--- config.mk ---
export PLATFORM = sky130hd
export DESIGN_NAME = wl_div_stage
export DESIGN_NICKNAME = d
export VERILOG_FILES = /design/src/hdl/assert_macros.svh /design/src/hdl/wl_pkg.sv /design/src/hdl/wl_div_stage.sv
export SDC_FILE = /design/constraint.sdc
export NUM_CORES = 1
export LEC_CHECK = 0
export ABC_AREA = 1
export BUFFER_PORTS_ARGS = -buffer_cell sky130_fd_sc_hd__buf_2
export CAP_MARGIN = 20
export CELL_PAD_IN_SITES_DETAIL_PLACEMENT = 1
export CELL_PAD_IN_SITES_GLOBAL_PLACEMENT = 1
export CORE_MARGIN = 2
export CORE_UTILIZATION = 29
export DETAILED_ROUTE_END_ITERATION = 10
export GPL_TIMING_DRIVEN = 0
export PLACE_DENSITY = 0.66
export SYNTH_ARGS = -nofsm -noshare
export SYNTH_HDL_FRONTEND = slang
export SYNTH_SLANG_ARGS = --single-unit
export TNS_END_PERCENT = 1
--- constraint.sdc ---
create_clock -name clk -period 3.4 [get_ports clk]
set_input_delay 0.68 -clock clk [delete_from_list [all_inputs] [get_ports clk]]
set_output_delay 0.68 -clock clk [all_outputs]
set_load 0.005 [all_outputs]
--- src/hdl/assert_macros.svh ---
// assertion macros shared by the rtl
`ifndef ASSERT_MACROS_SVH
`define ASSERT_MACROS_SVH
// implication checked at every clock edge outside reset
`define ASSERT_IMPL(label, clk, rst, ante, cons) \
  label: assert property (@(posedge clk) disable iff (rst) (ante) |-> (cons)) \
    else $error("assertion failed");
// next-cycle implication checked outside reset
`define ASSERT_NEXT(label, clk, rst, ante, cons) \
  label: assert property (@(posedge clk) disable iff (rst) (ante) |=> (cons)) \
    else $error("assertion failed");
`endif

--- src/hdl/wl_pkg.sv ---
// package with shared types and constants for the window level block
`default_nettype none
package wl_pkg;
  localparam logic [1:0] FMT_GRAY  = 2'd0;
  localparam logic [1:0] FMT_RGB16 = 2'd1;
  localparam logic [1:0] FMT_RGB8  = 2'd2;
  localparam logic [1:0] FMT_RGBA8 = 2'd3;
  localparam logic [1:0] REG_FORMAT = 2'd0;
  localparam logic [1:0] REG_LOW    = 2'd1;
  localparam logic [1:0] REG_HIGH   = 2'd2;
  // numerator magnitude 255*|v-lo| fits 41 bits, denominator 33 bits
  localparam int NUM_BITS = 41;
  localparam int DEN_BITS = 33;
  localparam int Q_BITS   = 9;
  typedef struct packed {
    logic         force_mid;
    logic         force_zero;
    logic [NUM_BITS-1:0] num;
  } chan_t;
endpackage
`default_nettype wire

--- src/hdl/wl_div_stage.sv ---
// one restoring divider step per stage for three channels
`default_nettype none
module wl_div_stage #(
  parameter int BIT = 0
) (
  input  wire logic clk,
  input  wire logic en,
  input  wire logic [wl_pkg::DEN_BITS-1:0] den,
  input  wire logic [3*(wl_pkg::DEN_BITS+1)-1:0] rem_in,
  input  wire logic [3*wl_pkg::NUM_BITS-1:0] num_in,
  input  wire logic [3*wl_pkg::Q_BITS-1:0] q_in,
  output logic [3*(wl_pkg::DEN_BITS+1)-1:0] rem_out,
  output logic [3*wl_pkg::Q_BITS-1:0] q_out
);
  localparam int RW = wl_pkg::DEN_BITS + 1;
  localparam int QW = wl_pkg::Q_BITS;
  localparam int NW = wl_pkg::NUM_BITS;
  logic [3*RW-1:0] rem_next;
  logic [3*QW-1:0] q_next;
  // shift in the numerator bit and trial subtract
  always_comb begin
    logic [RW:0] t;
    rem_next = rem_in;
    q_next = q_in;
    for (int c = 0; c < 3; c++) begin
      t = {rem_in[c*RW +: RW], num_in[c*NW + BIT]};
      if (t >= {2'b00, den}) begin
        t = t - {2'b00, den};
        q_next[c*QW + BIT] = 1'b1;
      end
      rem_next[c*RW +: RW] = t[RW-1:0];
    end
  end
  always_ff @(posedge clk) begin
    if (en) begin
      rem_out <= rem_next;
      q_out <= q_next;
    end
  end
endmodule
`default_nettype wire

==> impl_metrics.yaml <==
outcome:
  status: "finished, final reports clean"
place:
  dpl.hpwl_mm: 48.7
  dp_slack_ps: 48.8
  gp_congestion: 0.933
  io_buffers: 295
hold_path:
  hold_class: "in -> reg"
cells_and_area:
  drive_gt1_share_pct: 18.0
  fin_util_pct: 35.7
  area_delta_synth_final_pct: 21.0
  finalNetCount: 2803
detailed_routing:
  drt-wirelength-per-cell_um: 18.9
  drt_first_pass_iters: 7
  post-route-drc-count: 0
  num_vias: 14112
  finalWirelength_mm: 57.2
  viasPerCell: 4.66
  antenna_left: 0
  drt_iter0_drc: 610
synthesis:
  post_synth.cell_area_avg_um2: 6.40
  synth_top_area_share_pct: 28.8
  ys_types: 37
  synth_nets: 2488
  synth_area_leaders: "edfxtp_1 29%, nand2_1 27%, inv_1 10%"
  yosysSeqAreaShare_pct: 28.8
  yosysTopAreaCell: "edfxtp_1"
  ys_warn_count: 0
  synth_seq_cells: 129
  syn_area_um2: 13400
  synth_cells: 2099
worst_setup_path:
  path_class: "in -> reg"
  critPathMaxStageDelay_ps: 480
  crit_path_frequent_cell: "nand2_1"
  cp-end-kind: "flop"
  crit_arrival_ps: 3090
  required_ps: 3630
  cp_cell_sequence: "buf_2, inv_1, ha_1, nand2_1, nor2_1, nor2_1, nor2_1, o21ai_0, nand2_1, nand2_1, nand2_1, nand2_1, nand2_1"
  path_max_fanout: 6
  worst_setup_path_start_kind: "primary input"
  cp_slowest_cell: "o21ai_0"
clock_tree:
  cts_max_level: 4
  cts_tree: "built"
  cts_resized: 0
  holdBufCountCts: 0
  clock_sinks: 129
  path_clk_slew_ps: 60
  clockBufferDepth: 2
  cts_buffers: 17
  ctsRootBufferMaster: "clkbuf_16"
  postCtsSetupBuffers: 0
timing:
  timing.fmax_mhz: 350
  report.final.slew_viol_count: 0
  worst_slack_ps: 545
  final-setup-viol-count: 0
  rsz0062_at_grt: "false"
  tightest_slew_ps: 746
  hold_viol: 0
  finalCritPeriodShare_pct: 84.0
  fin_crit_ps: 2850
  maxSlewHeadroom_pct: 49.8
global_route:
  grt_use_total_pct: 24.1
  grt_pass1_wl_mm: 84.8
  grt_overflow: 0
  grt_pass1_vias: 14459
  grt_max_degree: 67
  antenna_found_initial: 4
power_and_ir_drop:
  p_sw_share_pct: 38.4
  power.internal_mw: 3.86
  power.switching_mw: 2.41
  power_frac_seq_pct: 33.6
  p_leak_nw: 9.15
  max-vdd-ir-drop_uv: 396
  p_per_area_nw_per_um2: 386
  pwr-share-comb_pct: 37.0
  clkPwrFrac_pct: 29.4
  power.total_mw: 6.27
die:
  row_count: 78
  die_area_um2: 48000
  ios: 416
  initial_utilization_pct: 29.5
  die_w_um: 219
  fp.dieH_um: 219
  core_um2: 45600
flow_run:
  max_cap_violations: 0
## metrics by stage
step / hold WS (ps) / setup TNS, ps / cell area, µm² / std cells
3_3_place_gp: 857 / -2430 / 15700 / 2994
4_1_cts: 332 / 0 / 16200 / 3027
2_1_floorplan: 779 / 0 / 13400 / 2099
3_5_place_dp: 860 / 0 / 15700 / 2995
6_report: 372 / 0 / 16300 / 3030
5_1_grt: 346 / 0 / 16200 / 3027
## cells in the final DEF, fill, tap and decap left out, types with 3 or more instances in the layout
cell	instances
inv_1	366
nor2_4	6
clkinv_2	3
ha_1	99
nand2_1	960
a21o_1	5
buf_6	17
inv_2	10
nand4_1	11
fa_1	3
o21ai_0	14
a21oi_1	65
a21oi_2	10
inv_6	4
o21bai_1	12
or2_2	6
diode_2	3
nand3_2	18
nor2_1	147
clkbuf_16	17
nand3_1	89
xnor2_1	10
nand3b_1	10
nand2_2	15
edfxtp_1	129
xor2_1	41
buf_2	294
nor2_2	14
nor3_1	21
nor3_2	5
## worst max-delay path, delay by kind of cell
family / cells / cell delay [ps]
AOI/OAI and AO/OA: 1 / 480
adders and majority gates: 1 / 350
buffers and inverters: 2 / 540
and+or+nand+nor: 9 / 1030
## final timing paths
check                from               endpoint  slack (ps)  cells past startpoint
setup / recovery   den[1]  rem_out[61]$_DFFE_PP_         550                     13
hold / removal    q_in[8]     q_out[8]$_DFFE_PP_         370                      1
## Yosys cell counts
| master | count |
|---|---|
| nand3_1 | 89 |
| nand2_1 | 960 |
| nor4_4 | 1 |
| nor2_2 | 14 |
| ha_1 | 99 |
| a21oi_1 | 65 |
| or2_2 | 6 |
| a21o_1 | 5 |
| and2_4 | 1 |
| fa_1 | 3 |
| nand3_2 | 18 |
| o21ai_0 | 14 |
| nor3_2 | 5 |
| nand3b_1 | 10 |
| nor2_1 | 147 |
| nand4_1 | 11 |
| xor2_1 | 41 |
| nand4_4 | 2 |
| inv_2 | 10 |
| xnor2_1 | 10 |
| nor2_4 | 6 |
| nand3_4 | 1 |
| o21bai_1 | 12 |
| and3_1 | 2 |
| nor3_4 | 1 |
| nor4b_4 | 2 |
| nand2_2 | 15 |
| nand2_4 | 1 |
| o21ai_1 | 2 |
| inv_1 | 366 |
| edfxtp_1 | 129 |
| buf_8 | 2 |
| buf_6 | 16 |
| a21oi_4 | 1 |
| and2_1 | 1 |
| a21oi_2 | 10 |
| nor3_1 | 21 |
## kinds of logic (layout without fill, tap and decap cells)
| group | after synthesis | count (layout) | synth area share (%) |
|---|---|---|---|
| and+or+nand+nor | 1314 | 1314 | 41.3 |
| DFF | 129 | 129 | 28.8 |
| buffers and inverters | 394 | 722 | 12.1 |
| other | 0 | 3 | 0 |
| adders and majority gates | 102 | 102 | 9.67 |
| AOI/OAI and AO/OA | 109 | 109 | 4.74 |
| xor gates and xnor gates | 51 | 51 | 3.33 |
## registers in the layout, indices dropped and copies added (netlist names)
name,cells
q_out,27
rem_out,102
## final cells by class
type                            instances  area, µm²
Clock buffer                           17        425
Antenna cell                            3       7.51
Timing Repair Buffer                  296       1510
Tap cell                              600        751
Fill cell                            6028      29300
Inverter                              376       1410
Sequential cell                       129       3870
Buffer                                 18        210
Multi-Input combinational cell       1576       7930
Clock inverter                         15        131
## per-layer routing
layer  track usage, %  part of all wire, %  wire [µm]
met1             32.7                   48      27500
met2             38.6                   45      25700
met3             4.16                  4.2       2400
met4             8.31                  2.7       1540
met5                0                0.038         22
## power groups by stage
stage	combinational [mW]	sequential [mW]	clock, mW
after global placement	2.28	2.15	0
final	2.32	2.11	1.84
after CTS	2.33	2.11	1.91
after global routing	2.60	2.13	1.96
after floorplan	1.34	2.17	0
after detailed placement	2.32	2.14	0
Power figures use the tool's default switching activity.
